$ cat src/sv/lscs_pkg.sv
`default_nettype none

package lscs_pkg;

  localparam int SAMPLE_W = 8;
  localparam int STEER_W = 3;
  localparam int THR_W = 7;
  localparam int SUM_W = 14;
  localparam int CAL_LEN_DEFAULT = 50;

  typedef enum logic [STEER_W-1:0] {
    STEER_STRAIGHT = 3'd0,
    STEER_LEFT     = 3'd1,
    STEER_RIGHT    = 3'd2,
    STEER_HOLD     = 3'd3,
    STEER_CAL      = 3'd4
  } steer_t;

  // compare results of one side sensor against the middle one
  typedef struct packed {
    logic below;  // side < middle
    logic above;  // side > middle
    logic far;    // side - middle > threshold
    logic near;   // side - middle < threshold
  } lane_flags_t;

endpackage

`default_nettype wire

$ cat src/sv/lscs_if.sv
`default_nettype none

interface lscs_in_if;
  logic                          valid;
  logic                          ready;
  logic [lscs_pkg::SAMPLE_W-1:0] left_sample;
  logic [lscs_pkg::SAMPLE_W-1:0] middle_sample;
  logic [lscs_pkg::SAMPLE_W-1:0] right_sample;

  modport source (
    output valid, left_sample, middle_sample, right_sample,
    input  ready
  );
  modport sink (
    input  valid, left_sample, middle_sample, right_sample,
    output ready
  );
endinterface

interface lscs_out_if;
  logic                         valid;
  logic                         ready;
  logic [lscs_pkg::STEER_W-1:0] steer;
  logic [lscs_pkg::THR_W-1:0]   current_threshold;

  modport source (
    output valid, steer, current_threshold,
    input  ready
  );
  modport sink (
    input  valid, steer, current_threshold,
    output ready
  );
endinterface

`default_nettype wire

$ cat src/sv/lscs_lane.sv
`default_nettype none

module lscs_lane (
  input  wire logic [lscs_pkg::SAMPLE_W-1:0] side,
  input  wire logic [lscs_pkg::SAMPLE_W-1:0] middle,
  input  wire logic [lscs_pkg::THR_W-1:0]    thr,
  output lscs_pkg::lane_flags_t              flags
);

  logic signed [lscs_pkg::SAMPLE_W+1:0] diff;
  logic signed [lscs_pkg::SAMPLE_W+1:0] thr_s;

  assign diff  = $signed({2'b00, side}) - $signed({2'b00, middle});
  assign thr_s = $signed({{(lscs_pkg::SAMPLE_W + 2 - lscs_pkg::THR_W){1'b0}}, thr});

  always_comb begin
    flags.below = side < middle;
    flags.above = side > middle;
    flags.far   = diff > thr_s;
    flags.near  = diff < thr_s;
  end

endmodule

`default_nettype wire

$ cat src/sv/lscs_merge.sv
`default_nettype none

module lscs_merge (
  input  wire lscs_pkg::lane_flags_t         left_flags,
  input  wire lscs_pkg::lane_flags_t         right_flags,
  input  wire logic [lscs_pkg::SAMPLE_W-1:0] middle,
  input  wire logic [lscs_pkg::SAMPLE_W-1:0] lowest,
  input  wire logic [lscs_pkg::SAMPLE_W-1:0] highest,
  input  wire logic [lscs_pkg::THR_W-1:0]    thr,
  output lscs_pkg::steer_t                   code
);

  logic signed [lscs_pkg::SAMPLE_W+1:0] mid_over_low;
  logic signed [lscs_pkg::SAMPLE_W+1:0] high_over_mid;
  logic signed [lscs_pkg::SAMPLE_W+1:0] thr_s;
  logic                                 straight;

  assign mid_over_low  = $signed({2'b00, middle}) - $signed({2'b00, lowest});
  assign high_over_mid = $signed({2'b00, highest}) - $signed({2'b00, middle});
  assign thr_s = $signed({{(lscs_pkg::SAMPLE_W + 2 - lscs_pkg::THR_W){1'b0}}, thr});

  // middle clearly darker than both sides and inside the calibrated span
  assign straight = (mid_over_low < thr_s) && (high_over_mid > thr_s) &&
                    left_flags.above && right_flags.above &&
                    left_flags.far && right_flags.far;

  always_comb begin
    priority if (straight) begin
      code = lscs_pkg::STEER_STRAIGHT;
    end else if (left_flags.below || left_flags.near) begin
      code = lscs_pkg::STEER_LEFT;
    end else if (right_flags.below || right_flags.near) begin
      code = lscs_pkg::STEER_RIGHT;
    end else begin
      code = lscs_pkg::STEER_HOLD;
    end
  end

endmodule

`default_nettype wire

$ cat src/sv/line_sensor_calibrate_and_steer.sv
// timing: a result is registered in the cycle after its input transaction, except that the
//   last calibration result waits for the reciprocal divide in ST_MUL and ST_DIV
// throughput: one item per cycle while the result side does not stall; the input is held off
//   after the last calibration item, through ST_MUL and ST_DIV, while the threshold is formed
// reset: synchronous rst clears the handshake and sequencer state, calibration restarts
`default_nettype none

module line_sensor_calibrate_and_steer #(
  parameter int CAL_LEN = lscs_pkg::CAL_LEN_DEFAULT
) (
  input  wire logic         clk,
  input  wire logic         rst,
  lscs_in_if.sink           samples,
  lscs_out_if.source        result
);

  localparam int SW = lscs_pkg::SAMPLE_W;
  localparam int SUM_W = lscs_pkg::SUM_W;
  localparam int THR_W = lscs_pkg::THR_W;
  localparam int CNT_W = $clog2(CAL_LEN + 1);

  // exact floor(x / CAL_LEN) for any SUM_W-bit x: (x * RECIP) >> CAL_SHIFT
  localparam int CAL_SHIFT = SUM_W + $clog2(CAL_LEN);
  localparam int RECIP = ((1 << CAL_SHIFT) + CAL_LEN - 1) / CAL_LEN;
  localparam int RECIP_W = SUM_W + 1;
  localparam int PROD_W = SUM_W + RECIP_W;
  localparam logic [RECIP_W-1:0] RECIP_C = RECIP_W'(RECIP);

  // calibration sequencer
  typedef enum logic [3:0] {
    ST_CAL = 4'b0001,  // taking calibration items
    ST_MUL = 4'b0010,  // reciprocal products of the sums
    ST_DIV = 4'b0100,  // threshold formed, last calibration result issued
    ST_RUN = 4'b1000   // steering
  } state_t;

  state_t state;

  logic [CNT_W-1:0] cal_seen;
  logic [SW-1:0]    lowest;
  logic [SW-1:0]    highest;
  logic [SUM_W-1:0] sum_lo;
  logic [SUM_W-1:0] sum_hi;
  logic [THR_W-1:0] threshold;
  logic [PROD_W-1:0] prod_lo;
  logic [PROD_W-1:0] prod_hi;

  // output register
  logic                         out_valid;
  logic [lscs_pkg::STEER_W-1:0] out_steer;
  logic [THR_W-1:0]             out_thr;

  logic out_free;
  logic out_load;
  logic in_ready;
  logic in_fire;
  logic cal_first;
  logic cal_last;

  logic [SW-1:0] lm_min;
  logic [SW-1:0] lm_max;
  logic [SW-1:0] item_lo;
  logic [SW-1:0] item_hi;

  logic [SUM_W-1:0] avg_lo;
  logic [SUM_W-1:0] avg_hi;
  logic [SUM_W-1:0] avg_half;
  logic [THR_W-1:0] thr_calc;

  lscs_pkg::lane_flags_t left_flags;
  lscs_pkg::lane_flags_t right_flags;
  lscs_pkg::steer_t      run_code;

  // handshake: the output register frees when its transaction completes
  assign out_free = !out_valid || result.ready;
  assign in_ready = ((state == ST_CAL) || (state == ST_RUN)) && out_free;
  assign in_fire  = samples.valid && in_ready;

  // a new result enters the output register
  assign out_load = (in_fire && (((state == ST_CAL) && !cal_last) || (state == ST_RUN))) ||
                    ((state == ST_DIV) && out_free);

  assign samples.ready            = in_ready;
  assign result.valid             = out_valid;
  assign result.steer             = out_steer;
  assign result.current_threshold = out_thr;

  assign cal_first = (cal_seen == '0);
  assign cal_last  = (cal_seen == CNT_W'(CAL_LEN - 1));

  // per-item minimum and maximum of the three samples
  always_comb begin
    lm_min  = (samples.middle_sample < samples.left_sample) ?
              samples.middle_sample : samples.left_sample;
    lm_max  = (samples.middle_sample > samples.left_sample) ?
              samples.middle_sample : samples.left_sample;
    item_lo = (samples.right_sample < lm_min) ? samples.right_sample : lm_min;
    item_hi = (samples.right_sample > lm_max) ? samples.right_sample : lm_max;
  end

  // threshold from the registered products: shift, subtract, halve, clamp
  always_comb begin
    avg_lo = SUM_W'(prod_lo >> CAL_SHIFT);
    avg_hi = SUM_W'(prod_hi >> CAL_SHIFT);
    avg_half = (avg_hi >= avg_lo) ? ((avg_hi - avg_lo) >> 1) : '0;
    thr_calc = (avg_half[SUM_W-1:THR_W] != '0) ? {THR_W{1'b1}} : avg_half[THR_W-1:0];
  end

  // one lane per side sensor, each compared against the middle one
  lscs_lane u_lane_left (
    .side   (samples.left_sample),
    .middle (samples.middle_sample),
    .thr    (threshold),
    .flags  (left_flags)
  );

  lscs_lane u_lane_right (
    .side   (samples.right_sample),
    .middle (samples.middle_sample),
    .thr    (threshold),
    .flags  (right_flags)
  );

  // merge both lanes with the middle-sensor span check
  lscs_merge u_merge (
    .left_flags  (left_flags),
    .right_flags (right_flags),
    .middle      (samples.middle_sample),
    .lowest      (lowest),
    .highest     (highest),
    .thr         (threshold),
    .code        (run_code)
  );

  // output valid: set by a new result, cleared when its transaction completes
  always_ff @(posedge clk) begin
    if (rst) begin
      out_valid <= 1'b0;
    end else if (out_load) begin
      out_valid <= 1'b1;
    end else if (result.ready) begin
      out_valid <= 1'b0;
    end
  end

  // control state
  always_ff @(posedge clk) begin
    if (rst) begin
      state     <= ST_CAL;
      cal_seen  <= '0;
      threshold <= '0;
    end else begin
      unique case (state)
        ST_CAL: begin
          if (in_fire) begin
            cal_seen <= cal_seen + CNT_W'(1);
            if (cal_last) begin
              // result waits for the threshold
              state <= ST_MUL;
            end
          end
        end
        ST_MUL: begin
          state <= ST_DIV;
        end
        ST_DIV: begin
          if (out_free) begin
            threshold <= thr_calc;
            state     <= ST_RUN;
          end
        end
        ST_RUN: begin
          // steering until the next reset
        end
        default: begin
          state <= ST_CAL;
        end
      endcase
    end
  end

  // calibration accumulators; the first item seeds them
  always_ff @(posedge clk) begin
    if ((state == ST_CAL) && in_fire) begin
      if (cal_first) begin
        lowest  <= item_lo;
        highest <= item_hi;
        sum_lo  <= SUM_W'(item_lo);
        sum_hi  <= SUM_W'(item_hi);
      end else begin
        if (item_lo < lowest) begin
          lowest <= item_lo;
        end
        if (item_hi > highest) begin
          highest <= item_hi;
        end
        sum_lo <= sum_lo + SUM_W'(item_lo);
        sum_hi <= sum_hi + SUM_W'(item_hi);
      end
    end
  end

  // reciprocal multiply, one per sum
  always_ff @(posedge clk) begin
    prod_lo <= PROD_W'(sum_lo) * PROD_W'(RECIP_C);
    prod_hi <= PROD_W'(sum_hi) * PROD_W'(RECIP_C);
  end

  // result payload
  always_ff @(posedge clk) begin
    if ((state == ST_CAL) && in_fire) begin
      out_steer <= lscs_pkg::STEER_CAL;
      out_thr   <= '0;
    end else if ((state == ST_DIV) && out_free) begin
      out_steer <= lscs_pkg::STEER_CAL;
      out_thr   <= thr_calc;
    end else if ((state == ST_RUN) && in_fire) begin
      out_steer <= run_code;
      out_thr   <= threshold;
    end
  end

endmodule

`default_nettype wire

$ cat src/flat_wrapper.sv
// flat-port wrapper written by rule: the top's interface ports become plain ports
module line_sensor_calibrate_and_steer_flat 
#(
  parameter int CAL_LEN = lscs_pkg::CAL_LEN_DEFAULT
)
  (clk, rst, samples_valid, samples_left_sample, samples_middle_sample, samples_right_sample, samples_ready, result_valid, result_steer, result_current_threshold, result_ready);
  lscs_in_if samples_i ();
  lscs_out_if result_i ();
  input  wire logic clk;
  input  wire logic rst;
  input wire logic [$bits(samples_i.valid)-1:0] samples_valid;
  input wire logic [$bits(samples_i.left_sample)-1:0] samples_left_sample;
  input wire logic [$bits(samples_i.middle_sample)-1:0] samples_middle_sample;
  input wire logic [$bits(samples_i.right_sample)-1:0] samples_right_sample;
  output wire logic [$bits(samples_i.ready)-1:0] samples_ready;
  output wire logic [$bits(result_i.valid)-1:0] result_valid;
  output wire logic [$bits(result_i.steer)-1:0] result_steer;
  output wire logic [$bits(result_i.current_threshold)-1:0] result_current_threshold;
  input wire logic [$bits(result_i.ready)-1:0] result_ready;
  assign samples_i.valid = samples_valid;
  assign samples_i.left_sample = samples_left_sample;
  assign samples_i.middle_sample = samples_middle_sample;
  assign samples_i.right_sample = samples_right_sample;
  assign samples_ready = samples_i.ready;
  assign result_valid = result_i.valid;
  assign result_steer = result_i.steer;
  assign result_current_threshold = result_i.current_threshold;
  assign result_i.ready = result_ready;
  line_sensor_calibrate_and_steer #(.CAL_LEN(CAL_LEN)) u_core (.clk(clk), .rst(rst), .samples(samples_i), .result(result_i));
endmodule
$ cat config.mk
export PLATFORM = sky130hd
export DESIGN_NAME = line_sensor_calibrate_and_steer_flat
export DESIGN_NICKNAME = d
export VERILOG_FILES = /design/src/sv/lscs_pkg.sv /design/src/sv/lscs_if.sv /design/src/sv/lscs_lane.sv /design/src/sv/lscs_merge.sv /design/src/sv/line_sensor_calibrate_and_steer.sv /design/src/flat_wrapper.sv
export SDC_FILE = /design/constraint.sdc
export NUM_CORES = 1
export LEC_CHECK = 0
export BUFFER_PORTS_ARGS = -buffer_cell sky130_fd_sc_hd__buf_4
export CAP_MARGIN = 40
export CORE_ASPECT_RATIO = 0.75
export CORE_MARGIN = 2
export CORE_UTILIZATION = 63
export CTS_CLUSTER_SIZE = 40
export DETAILED_ROUTE_END_ITERATION = 7
export PLACE_DENSITY = 0.82
export SETUP_SLACK_MARGIN = 0.15
export SLEW_MARGIN = 0
export SYNTH_ARGS = -nofsm -noshare
export SYNTH_HDL_FRONTEND = slang
export SYNTH_SLANG_ARGS = --single-unit
export TNS_END_PERCENT = 30
$ cat constraint.sdc
create_clock -name clk -period 8.1 [get_ports clk]
set_input_delay 0.81 -clock clk [delete_from_list [all_inputs] [get_ports clk]]
set_output_delay 0.81 -clock clk [all_outputs]
set_load 0.1 [all_outputs]
==> impl_results.md <==
* Placed instance count at around 1800
* Number of flops mapped to enable cells by yosys at 44
* Avg Cell Area, Syn at ~9.5 um^2
* Yosys top cell area share at 0.286
* Main synth FF type: dfxtp_1
* Sequential share of the synthesized area at 0.162
* Hold Path Depth at 2
* YS warnings at 0
* Setup Fix Bufs, Post-CTS at 0
* Fmax at between 100 and 150 MHz
* Post-synth ARST share at 0
* Nets at 1980
* Final Critical Period at around 6.7 ns
* DR vias/cell at roughly 5.7
* DRT Wirelength at around 31000 um
* Worst Tran Pin Value at approximately 0.8 ns
* Number of buffers added on ports at 39
* Layout area overhead at 6.56%
* Post-synthesis cell count at around 1500
* Worst R2R Path Depth at 18
* Post-DP HPWL at roughly 27000 um
* Crit path required time at about 8.2 ns
* FF-to-FF setup slack at 2.57 ns
* CTS Buf Count at 9
* Drt drc at 0
* Final period utilization at 0.823
* DR iter-0 viols at ~770
* DRT Pass-1 Iters at 5
* Final setup TNS at 0 ns
* Synth area leader: ha_1
* Chip Height at around 130 um
* Worst r2r src: u_core.sum_lo[10]$_SDFFCE_PP0P_
* Worst Path Arrival at 6.77 ns
* Max clock buf depth at 2
* Initial antenna violation count at 0
* Status: finished clean
* Top post-synthesis cells by count: ha_1, inv_1, fa_1
* Largest net degree at the start of global routing at 26
* RD Place Congestion at 1.10
* Synth cell types at between 60 and 70
* Synth area leaders: ha_1, fa_1, edfxtp_1, inv_1, dfxtp_1
* Root Buffer: clkbuf_16
* Vias in the first global route at 10270
* N_diodes at 0
* Max-slew headroom at 0.465
* Share of layout cells above drive strength 1 at 0.0531
* DR vias at 10264
* Top-count cell post-synth: ha_1
* Wire length per cell at about 17 um
* Final Max Slew Viols at 0
* Final hold violation count at 0
* Die footprint at between 20000 and 25000 um^2
* Detail Route Antenna Nets at 0
* Fin cells at approximately 1800
* Final setup fails at 0
* Clock Sinks at 90
* Hold_sp: u_core.threshold[6]$_SDFFE_PP0P_
* Num ports at 40
* Reg2reg end: u_core.prod_lo[27]$_DFF_P_
* Overall Global Routing Usage at 0.282
* Max Cap Violations at 0
* Worst hold endpoint: u_core.threshold[6]$_SDFFE_PP0P_
* Global-route wire length before repair at 52300 um
* Min-delay worst type: flop to flop
* CP Max Fanout at 18
* Netlist Area Pre-Place at 13800 um^2
* CP startpoint kind: input port
* H-tree depth at 3
* Core area at 21400 um^2
* Synthesized net count at around 1900
* Worst Skew at 0.0113 ns
* Unrepaired setup endpoints after global routing: no
* Hold_buf cts at 0
* CTS tree: yes
* Crit end category: flop
* Synth Register Bits at 90
* CTS clk-pin slew, worst paths at ~0.07 ns
* Critical path type: input port to flop
* Width of the die at 175 um
* GRT Residual Overflow at 0
* Utilization after layout at 0.691
* Clock Latency Late Sink at between 0.3 and 0.4 ns
* FP Rows at 46
* Starting density of the core at 0.649
* PostCTS Resize Cnt at 0
worst max-delay path by stage:
stage | start | to | slack [ns] | cells past startpoint
floorplan | samples_middle_sample[1] | u_core.sum_hi[12]$_SDFFCE_PP0P_ | 2.01 | 29
global placement | samples_middle_sample[1] | u_core.sum_hi[12]$_SDFFCE_PP0P_ | 1.41 | 27
detailed placement | samples_middle_sample[1] | u_core.sum_hi[10]$_SDFFCE_PP0P_ | 1.13 | 27
CTS | samples_middle_sample[1] | u_core.sum_hi[10]$_SDFFCE_PP0P_ | 1.50 | 27
global route | samples_middle_sample[1] | u_core.sum_hi[11]$_SDFFCE_PP0P_ | 0.99 | 25
finish | samples_middle_sample[1] | u_core.sum_hi[10]$_SDFFCE_PP0P_ | 1.43 | 27
cell type report:
class,count,area (um^2)
Multi-Input combinational cell,1052,10400
Fill cell,1618,6600
Sequential cell,90,2240
Inverter,308,1160
Tap cell,288,360
Timing Repair Buffer,41,308
Clock buffer,9,225
Clock inverter,7,71.3
registers in the layout, summed over array words and instances, names as in the netlist:
register                         count
u_core.sum_hi                       14
u_core.sum_lo                       14
u_core.prod_hi                       9
u_core.prod_lo                       9
u_core.highest                       8
u_core.lowest                        8
u_core.result.current_threshold      7
u_core.threshold                     7
u_core.cal_seen                      6
u_core.state                         4
u_core.result.steer                  3
u_core.result.valid                  1
kinds of logic after synthesis:
logic type | count (synthesis) | synth area share
and+or+nand+nor | 240 | 0.0845
muxes | 42 | 0.0323
xor gates and xnor gates | 60 | 0.0379
buffers and inverters | 320 | 0.0875
adders and majority gates | 450 | 0.479
DFF | 90 | 0.162
AOI/OAI and AO/OA | 260 | 0.117
worst max-delay path: stages:
cell      delay [ns]
buf_4           0.13
inv_1           0.25
ha_1            0.30
nor2b_1         0.13
o21ai_1         0.23
a21boi_2        0.12
or2_1           0.44
a21oi_1         0.33
ha_1            0.29
nor2b_1         0.14
o21a_1          0.16
o21a_1          0.16
o21a_1          0.16
o21bai_1        0.12
a22o_1          0.45
mux2i_1         0.36
inv_1           0.10
ha_1            0.22
fa_1            0.40
a21o_1          0.19
a21oi_1         0.22
o21bai_1        0.09
a21oi_1         0.27
o21bai_1        0.12
a21oi_1         0.32
or3_1           0.17
a21oi_1         0.07
placed cells by master, fill, tap and decap left out, types with 10 or more instances in the layout:
| cell type | instances |
|---|---|
| xor2_1 | 21 |
| inv_1 | 308 |
| o21ai_0 | 53 |
| o21bai_1 | 10 |
| nand4_1 | 19 |
| nor3_1 | 11 |
| nor2b_1 | 20 |
| fa_1 | 133 |
| a21o_1 | 23 |
| mux2_2 | 13 |
| or3_1 | 13 |
| mux2i_1 | 25 |
| nand3_1 | 22 |
| o21ai_1 | 11 |
| a31oi_1 | 12 |
| edfxtp_1 | 44 |
| nor2_1 | 64 |
| a21oi_1 | 91 |
| xnor2_1 | 39 |
| buf_4 | 41 |
| ha_1 | 317 |
| dfxtp_1 | 46 |
| o21a_1 | 13 |
| nand2_1 | 56 |
| nand2b_1 | 13 |
routing by layer:
| layer | share of wire | up-vias | global-route usage |
|---|---|---|---|
| met5 | 0 | - | 0 |
| met1 | 0.48 | 4901 | 0.422 |
| li1 | - | 5014 | - |
| met3 | 0.068 | 43 | 0.0484 |
| met4 | 0.013 | 0 | 0.0444 |
| met2 | 0.43 | 306 | 0.437 |
metrics by stage:
step / setup WS (ns) / hold slack [ns] / instance area [um^2]
after floorplan: 2.01 / 0.442 / 13800
after global placement: 1.41 / 0.455 / 14500
after detailed placement: 1.13 / 0.463 / 14500
after CTS: 1.50 / 0.473 / 14800
after global routing: 0.995 / 0.498 / 14800
final: 1.43 / 0.476 / 14800
Power is left out: the tool's default activity adds up to more than one toggle a clock period on the data nets, which glitch-free logic cannot reach.
